### src/hdl/nsqrt_pkg.sv
// Constants and widths shared by the Newton-Raphson square root block.
// No dependencies.
`default_nettype none

package nsqrt_pkg;

  localparam int unsigned DataWidth = 32;  // radicand width, Q16.16
  localparam int unsigned FracBits  = 16;
  localparam int unsigned DividendW = DataWidth + FracBits;  // radicand scaled by 2^FracBits
  localparam int unsigned RootW     = 24;
  localparam int unsigned StepW     = 6;
  localparam int unsigned TolW      = 16;
  localparam int unsigned CfgIdxW   = 2;
  localparam int unsigned DivCntW   = $clog2(DividendW);

  localparam logic [RootW-1:0] RootMax = {RootW{1'b1}};

  localparam logic [TolW-1:0]  TolReset      = TolW'(1);
  localparam logic [StepW-1:0] MaxStepsReset = StepW'(32);

  localparam logic [CfgIdxW-1:0] RegTolerance = CfgIdxW'(0);
  localparam logic [CfgIdxW-1:0] RegMaxSteps  = CfgIdxW'(1);

endpackage

`default_nettype wire

### src/hdl/newton_square_root.sv
// Newton-Raphson square root of an unsigned Q16.16 radicand, root in Q8.16 (saturated).
// Each step is a restoring divide of the scaled radicand by the estimate, then an update;
// a zero radicand skips the divide. One request at a time: no new radicand is taken
// until the result is registered; the 48-bit shift-subtract divider sets the pace.
// Reset: asynchronous, active low; tolerance returns to 1, max_steps to 32, no result.
// Depends on nsqrt_pkg.
`default_nettype none

module newton_square_root (
  input  wire logic        clk_i,
  input  wire logic        rst_ni,
  // Configuration writes
  input  wire logic        cfg_valid_i,
  output      logic        cfg_ready_o,
  input  wire logic [nsqrt_pkg::CfgIdxW-1:0] cfg_index_i,
  input  wire logic [nsqrt_pkg::TolW-1:0]    cfg_data_i,
  // Radicand requests
  input  wire logic        s_axis_tvalid,
  output      logic        s_axis_tready,
  input  wire logic [31:0] s_axis_tdata,   // [31:0] radicand
  // Results
  output      logic        m_axis_tvalid,
  input  wire logic        m_axis_tready,
  output      logic [31:0] m_axis_tdata,   // [23:0] root, [29:24] steps_taken, [31:30] zero
  output      logic        m_axis_tuser    // [0] converged
);

  localparam int unsigned DW = nsqrt_pkg::DataWidth;
  localparam int unsigned NW = nsqrt_pkg::DividendW;
  localparam int unsigned SW = nsqrt_pkg::StepW;

  typedef enum logic [1:0] {
    ST_IDLE,
    ST_DIV,
    ST_UPD,
    ST_DONE
  } state_e;

  state_e state_q;

  // Configuration registers
  logic [nsqrt_pkg::TolW-1:0] tol_q;
  logic [SW-1:0]              max_steps_q;

  // Iteration state
  logic [NW-1:0] dividend_q;  // radicand << FracBits, kept for every step
  logic [NW-1:0] quo_q;       // divider shift register: dividend bits out, quotient bits in
  logic [DW-1:0] rem_q;       // partial remainder, always below the divisor
  logic [DW-1:0] x_q;         // current estimate, also the divisor
  logic [nsqrt_pkg::DivCntW-1:0] bit_cnt_q;
  logic [SW-1:0] steps_q;
  logic          conv_q;

  // Output register
  logic                       out_valid_q;
  logic [nsqrt_pkg::RootW-1:0] out_root_q;
  logic [SW-1:0]              out_steps_q;
  logic                       out_conv_q;

  // Shared divider datapath: one restoring step per cycle
  logic [DW:0]   rem_shift;
  logic [DW:0]   rem_trial;
  logic          q_bit;

  assign rem_shift = {rem_q, quo_q[NW-1]};
  assign rem_trial = rem_shift - {1'b0, x_q};
  assign q_bit     = (rem_shift >= {1'b0, x_q});

  // Newton update: nx = floor((x + q) / 2)
  logic [NW:0]   upd_sum;
  logic [NW-1:0] nx;
  logic [NW-1:0] x_ext;
  logic [NW-1:0] diff;
  logic          step_conv;
  logic [SW-1:0] steps_inc;
  logic [SW-1:0] limit;
  logic [DW-1:0] x_new;

  assign upd_sum   = {1'b0, x_ext} + {1'b0, quo_q};
  assign nx        = upd_sum[NW:1];
  assign x_ext     = {{(NW-DW){1'b0}}, x_q};
  assign diff      = (nx > x_ext) ? (nx - x_ext) : (x_ext - nx);
  assign step_conv = (diff <= {{(NW-nsqrt_pkg::TolW){1'b0}}, tol_q});
  assign steps_inc = steps_q + SW'(1);
  // A limit of zero still takes one step
  assign limit     = (max_steps_q == '0) ? SW'(1) : max_steps_q;
  // The estimate never leaves 32 bits for a nonzero radicand; keep the divisor nonzero
  assign x_new     = (nx == '0) ? DW'(1) : nx[DW-1:0];

  logic out_free;
  assign out_free = !out_valid_q || m_axis_tready;

  assign cfg_ready_o   = 1'b1;
  assign s_axis_tready = (state_q == ST_IDLE);
  assign m_axis_tvalid = out_valid_q;
  assign m_axis_tdata  = {2'b00, out_steps_q, out_root_q};
  assign m_axis_tuser  = out_conv_q;

  always_ff @(posedge clk_i or negedge rst_ni) begin
    if (!rst_ni) begin
      state_q     <= ST_IDLE;
      tol_q       <= nsqrt_pkg::TolReset;
      max_steps_q <= nsqrt_pkg::MaxStepsReset;
      dividend_q  <= '0;
      quo_q       <= '0;
      rem_q       <= '0;
      x_q         <= '0;
      bit_cnt_q   <= '0;
      steps_q     <= '0;
      conv_q      <= 1'b0;
      out_valid_q <= 1'b0;
      out_root_q  <= '0;
      out_steps_q <= '0;
      out_conv_q  <= 1'b0;
    end else begin
      if (cfg_valid_i) begin
        case (cfg_index_i)
          nsqrt_pkg::RegTolerance: tol_q       <= cfg_data_i;
          nsqrt_pkg::RegMaxSteps:  max_steps_q <= cfg_data_i[SW-1:0];
          default: ;  // unmapped index: drop the write
        endcase
      end

      // Drain the result register unless a new result replaces it this cycle
      if (out_valid_q && m_axis_tready && (state_q != ST_DONE)) begin
        out_valid_q <= 1'b0;
      end

      case (state_q)
        ST_IDLE: begin
          if (s_axis_tvalid) begin
            x_q        <= s_axis_tdata[DW-1:0];
            dividend_q <= {s_axis_tdata[DW-1:0], {nsqrt_pkg::FracBits{1'b0}}};
            quo_q      <= {s_axis_tdata[DW-1:0], {nsqrt_pkg::FracBits{1'b0}}};
            rem_q      <= '0;
            bit_cnt_q  <= nsqrt_pkg::DivCntW'(NW - 1);
            steps_q    <= '0;
            if (s_axis_tdata[DW-1:0] == '0) begin
              // Zero radicand: root zero, converged, no division
              conv_q  <= 1'b1;
              state_q <= ST_DONE;
            end else begin
              conv_q  <= 1'b0;
              state_q <= ST_DIV;
            end
          end
        end

        ST_DIV: begin
          quo_q     <= {quo_q[NW-2:0], q_bit};
          rem_q     <= q_bit ? rem_trial[DW-1:0] : rem_shift[DW-1:0];
          bit_cnt_q <= bit_cnt_q - nsqrt_pkg::DivCntW'(1);
          if (bit_cnt_q == '0) begin
            state_q <= ST_UPD;
          end
        end

        ST_UPD: begin
          x_q     <= x_new;
          steps_q <= steps_inc;
          if (step_conv || (steps_inc >= limit)) begin
            conv_q  <= step_conv;
            state_q <= ST_DONE;
          end else begin
            // Start the next divide
            quo_q     <= dividend_q;
            rem_q     <= '0;
            bit_cnt_q <= nsqrt_pkg::DivCntW'(NW - 1);
            state_q   <= ST_DIV;
          end
        end

        ST_DONE: begin
          // Hold until the result register can take the result
          if (out_free) begin
            out_valid_q <= 1'b1;
            out_root_q  <= (x_q > DW'(nsqrt_pkg::RootMax)) ? nsqrt_pkg::RootMax
                                                          : x_q[nsqrt_pkg::RootW-1:0];
            out_steps_q <= steps_q;
            out_conv_q  <= conv_q;
            state_q     <= ST_IDLE;
          end
        end

        default: state_q <= ST_IDLE;
      endcase
    end
  end

endmodule

`default_nettype wire
### config.mk
export PLATFORM = sky130hd
export DESIGN_NAME = newton_square_root
export DESIGN_NICKNAME = d
export VERILOG_FILES = /design/src/hdl/nsqrt_pkg.sv /design/src/hdl/newton_square_root.sv
export SDC_FILE = /design/constraint.sdc
export NUM_CORES = 1
export LEC_CHECK = 0
export ABC_AREA = 1
export BUFFER_PORTS_ARGS = -buffer_cell sky130_fd_sc_hd__buf_4
export CAP_MARGIN = 10
export CORE_UTILIZATION = 50
export DETAILED_ROUTE_END_ITERATION = 16
export MAX_ROUTING_LAYER = met4
export PLACE_DENSITY = 0.63
export SKIP_CTS_REPAIR_TIMING = 1
export SYNTH_ARGS = -nofsm -noshare
export SYNTH_HDL_FRONTEND = slang
export SYNTH_SLANG_ARGS = --single-unit
### constraint.sdc
create_clock -name clk_i -period 8.45 [get_ports clk_i]
set_input_delay 1.69 -clock clk_i [delete_from_list [all_inputs] [get_ports clk_i]]
set_output_delay 1.69 -clock clk_i [all_outputs]
set_load 0.005 [all_outputs]
==> flow_summary.ini, run 1 <==
[run_status]
status = finished clean

[die]
std_cell_rows = 73
start_util_pct = 51.0
die_area_sq_um = 41500
io_pins = 91
die_w_microns = 204
die_height_microns = 204
core_area_sq_um = 39900

[logic_synthesis]
ys_ff_latch = 213
synthArstFlopShare_pct = 100
synth.yosys.seq_area_share_pct = 26.2
synth.cell_area_sq_um = 20400
yosysWarnings = 0
ys_top_cells_by_area = dfrtp_1 (26%), nand2_1 (17%), ha_1 (9.6%)
synth_top_cell_by_area = dfrtp_1
ys_types = 51
syn_inst = 3201
synthFlopType = dfrtp_1
synth_area_per_cell_sq_um = 6.36
netlist.area_leader.share_pct = 25.9
synth_edf_count = 0

[timing]
finalSetupTns_ns = 0
setup_viol_count_final = 0
worst_pin_slew_ns = 1.17
relSlewSlack_pct = 21.5
skew_ns = 0.0394
fin_crit_ns = 7.73
final_hold_viol_count = 0
rsz0062_at_grt = no
max_freq_mhz = 129
slew_viol_final = 0
fin_crit_sh_pct = 91.4

[placement]
gp_congestion = 1.03
numPortBuffers = 87
hpwlAfterDp_microns = 58700

[flow_run]
maxCapViolations = 0

[worst_setup_path]
critPathMaxStageDelay_ns = 0.46
slowest_stage = fa_1
crit_fanout = 45
crit_type = register to register
worstSetupStartpointType = register
cp_common_cell = nand2_1
endpoint_kind = register
rrSetupSlack_ns = 0.72
cp_data_required_time_ns = 8.94
crit_arrival_ns = 8.22

[drt]
vias_per_cell = 5.69
drt-total-wl_microns = 75100
firstDrtPassIters = 6
wl_per_cell_microns = 19.9
drc_errors = 0
vias = 21500
initialDrtViolationCount = 2349
ant_nets = 0

[cts]
clk-insertion-delay-late_ns = 0.58
clock-sinks = 213
htreeDepth = 1
cts_tree = done
cts_buffers = 25
cts-root-buf = clkbuf_16
clkSlewWorstSetupHoldPaths_ns = 0.06
clock_path_buffers = 3

[grt]
grt_pass1_wl_microns = 114000
globalRouteOverflowTotal = 0
antenna_found_initial = 2
grt_max_degree = 159
first_global_vias = 19900
track_usage_pct = 37.1

[layout]
area_growth_pct = 9.58
final_cell_mix = nand2_1 (913), inv_1 (480), nor2_1 (298), nand3_1 (238), dfrtp_1 (211)
layout-drive-gt1-share_pct = 6.73
nets = 3450
final_util_pct = 55.9
final_common_cell = nand2_1
nFillCells = 4140

[min_path]
hp-class = register to register
-- layout make-up --
type / count / area, sq um / area share (%)
diodes: 2 / 5.00 / 0.0224
multi-input cells: 2382 / 12700 / 56.9
clock buffers: 32 / 682 / 3.06
repair buffers: 107 / 843 / 3.78
flip-flops and latches: 213 / 5330 / 23.9
inverters: 505 / 1900 / 8.49
well taps: 525 / 657 / 2.94
clock inverters: 14 / 203 / 0.908
-- synth_stat cells (3+ instances only) --
master / count
a31o_2: 8
mux2i_1: 4
nand3_1: 238
nand2_2: 7
clkinv_1: 5
xor2_1: 72
o22ai_1: 3
xnor2_1: 25
a211oi_1: 27
fa_1: 4
a21o_1: 9
buf_4: 9
dfrtp_1: 211
o221ai_1: 17
inv_2: 20
buf_6: 7
clkbuf_1: 71
buf_2: 11
o21ai_0: 154
nor3_1: 18
o21bai_1: 9
inv_1: 480
nand2_1: 914
o21ai_1: 9
a21oi_1: 204
ha_1: 157
a21boi_0: 7
a22oi_1: 30
nor2_2: 16
o21a_1: 14
o211ai_1: 22
a31oi_1: 28
nand4_1: 40
nand3b_1: 10
buf_1: 4
a221o_1: 3
nor2_1: 299
nor4_1: 15
-- worst max-delay path: cells and delay by family, from the launching register on --
family	cells	cell delay, ns
compound gates	8	1.38
fa+ha+maj	3	1.17
buf+inv	9	1.24
flops	1	0.45
xor+xnor	2	0.55
simple gates	24	2.85
-- final timing paths --
kind                               from             end  depth (start not counted)
max                              x_q[0]        rem_q[6]                         46
min                        bit_cnt_q[1]    bit_cnt_q[1]                          2
max reg2reg                      x_q[0]        rem_q[6]                         46
min reg2reg                bit_cnt_q[1]    bit_cnt_q[1]                          2
max in group asynchronous        rst_ni       rem_q[18]                          2
min in group asynchronous        rst_ni  max_steps_q[4]                          1
-- metrics by stage --
stage | setup slack (ns) | cell area (sq um) | cells | hold slack, ns
after floorplan | 1.96 | 20400 | 3202 | 0.442
after global placement | 0.739 | 21400 | 3731 | 0.464
after detailed placement | 0.581 | 21400 | 3731 | 0.460
final | 0.724 | 22300 | 3780 | 0.472
after CTS | 0.556 | 22300 | 3777 | 0.476
after global routing | 0.0301 | 22300 | 3780 | 0.484
-- registers in the layout, summed over array words and instances (netlist names), 2 cells and up --
register	flops
quo_q	48
x_q	32
max_steps_q	6
steps_q	6
out_steps_q	6
rem_q	32
out_root_q	24
dividend_q	32
bit_cnt_q	6
state_q	2
tol_q	16
-- kinds of logic (layout without fill, tap and decap cells) --
group                      after synthesis  count (layout)  synth area share [%]
DFF                                    213             213                  26.2
muxes                                    4               4                 0.197
adders and majority gates              161             161                  10.0
xor gates and xnor gates                97              97                  4.17
and+or+nand+nor                       1566            1567                  31.9
buffers and inverters                  608             658                  11.7
AOI/OAI and AO/OA                      550             550                  15.8
other                                    2               5                0.0369
-- routing by layer --
metal,vias to the layer above,part of all wire [%],global-route usage [%]
li1,10400,-,-
met1,10000,45,52.9
met2,964,43,53.8
met3,111,8.5,5.13
met4,0,3.5,12.0
met5,-,0,-
Power of run 1 is not shown: default switching activity piles up to over one toggle a cycle in this logic, so the estimate is an artifact.
==> run 2: changes to the inputs <==
ABC_AREA = unset   (was 1)
==> flow_summary.ini, run 2 <==
[logic_synthesis]
synthArstFlopShare_pct = 100
syn_inst = 2153
synth.most_common_cell = dfrtp_1
ys_types = 90
synth_commonest_cells = dfrtp_1 (211), nand2_1 (193), a21oi_1 (167), ha_1 (157), nor2_1 (139)
synth.yosys.seq_area_share_pct = 28.9
ys_ff_latch = 213
netlist.area_leader.share_pct = 28.6
synth_top_cell_by_area = dfrtp_1
yosysWarnings = 0
synth.cell_area_sq_um = 18400
synthFlopType = dfrtp_1
ys_top_cells_by_area = dfrtp_1 (29%), ha_1 (11%), mux2_2 (5.2%)
synth_area_per_cell_sq_um = 8.57
synth_edf_count = 0

[drt]
wl_per_cell_microns = 24.0
ant_nets = 0
initialDrtViolationCount = 1636
drt-total-wl_microns = 69000
firstDrtPassIters = 6
vias = 18100
vias_per_cell = 6.28
drc_errors = 0

[die]
die_area_sq_um = 37700
std_cell_rows = 69
die_w_microns = 194
core_area_sq_um = 35900
die_height_microns = 194
io_pins = 91
start_util_pct = 51.4

[cts]
clock-sinks = 213
clkSlewWorstSetupHoldPaths_ns = 0.07
cts_buffers = 26
cts-root-buf = clkbuf_16
cts_tree = done
htreeDepth = 1
clock_path_buffers = 3
clk-insertion-delay-late_ns = 0.57

[timing]
final_hold_viol_count = 0
worst_pin_slew_ns = 0.976
fin_crit_sh_pct = 97.0
setup_ws_ns = 0.250
slew_viol_final = 0
max_freq_mhz = 122
rsz0062_at_grt = yes
setup_viol_count_final = 0
relSlewSlack_pct = 34.9
skew_ns = 0.0165
finalSetupTns_ns = 0
fin_crit_ns = 8.20

[worst_setup_path]
crit_buf_inv = 5
regToRegEndpoint = rem_q[2]
cp_data_required_time_ns = 8.90
endpoint = rem_q[2]
endpoint_kind = register
worstSetupStartpointType = register
crit_fanout = 6
critPathMaxStageDelay_ns = 0.40
rrSetupSlack_ns = 0.25
cp_common_cell = o21a_1
worstSetupStartpoint = quo_q[1]
crit_arrival_ns = 8.65
timing.rr.start = quo_q[1]
critPathTopFamily = compound AO/OA/AOI/OAI gates
rr_worst_depth = 42
crit_type = register to register
critical_path_depth = 42
slowest_stage = dfrtp_1

[layout]
diodes = 0
final_cell_mix = buf_4 (313), dfrtp_1 (210), nand2_1 (191), a21oi_1 (164), ha_1 (153)
layout.cells.non_filler = 2877
largest_reg_flops = 48
stdcell_area_sq_um = 22600
nets = 2615
final_common_cell = buf_4
area_growth_pct = 22.3
regMostFlops = quo_q
layout-drive-gt1-share_pct = 23.6

[placement]
numPortBuffers = 87
place_worst_setup_slack_ns = -0.112
gp_congestion = 1.04
postPlaceCellArea_sq_um = 21000
place_inst = 2808
hpwlAfterDp_microns = 53300

[grt]
globalRouteOverflowTotal = 0
grt_pass1_wl_microns = 102000
track_usage_pct = 36.0
grt_max_degree = 155
first_global_vias = 17000
antenna_found_initial = 1

[flow_run]
maxCapViolations = 0

[run_status]
status = finished clean

[min_path]
hp-class = register to register
## run 2: changes by cell type after synthesis, sizes merged, moves of 52 or more
cell	before	now
nand2	923	193
inv	500	135
nand3	240	30
nor2	316	139
mux2	0	105
a21o	9	78
mux2i	4	56
## run 2: worst min-delay path by stage
stage,from,end,slack (ns),cells after the start
2_1_floorplan,bit_cnt_q[3],bit_cnt_q[3],0.48,1
3_3_place_gp,dividend_q[45],dividend_q[45],0.49,1
6_report,out_steps_q[3],out_steps_q[3],0.50,1
5_1_grt,dividend_q[35],dividend_q[35],0.51,1
3_5_place_dp,bit_cnt_q[1],bit_cnt_q[1],0.49,1
4_1_cts,dividend_q[36],dividend_q[36],0.51,1
## run 2: metal layers
layer / GRT usage, % / vias to the layer above / routed length, microns
li1: - / 8300 / -
met1: 51.5 / 8771 / 31500
met2: 53.9 / 855 / 30000
met3: 4.09 / 133 / 5540
met4: 9.38 / 0 / 2040
met5: - / - / 0
## run 2: through the flow
stage | util [%] | hold WS (ns)
after floorplan | - | 0.477
after global placement | 58.4 | 0.488
after detailed placement | 58.4 | 0.493
after CTS | 60.9 | 0.509
after global routing | 62.8 | 0.514
final | 62.8 | 0.505
## run 2: logic make-up after synthesis
family	count (synthesis)	share of synthesized area (%)
and+or+nand+nor	617	16.6
DFF	213	28.9
other	2	0.0407
xor gates and xnor gates	98	4.65
buffers and inverters	257	5.84
adders and majority gates	161	11.1
AOI/OAI and AO/OA	644	23.1
muxes	161	9.85
## run 2: layout make-up
type | count | area (sq um)
timing repair buffer | 339 | 2830
tap | 461 | 577
multi-input combinational | 1684 | 12400
clock buffer | 34 | 741
inverter | 135 | 507
fill | 3099 | 13400
sequential | 213 | 5330
clock inverter | 11 | 148
## run 2: worst reg2reg max path, delay by kind of cell (launching register included)
family          cells  cell delay, ns
compound gates     20            3.28
fa+ha+maj           3            0.90
buf+inv             5            0.80
flops               1            0.40
mux                 2            0.59
xor+xnor            2            0.37
simple gates       10            1.73
Power of run 2 is left out for the same reason.
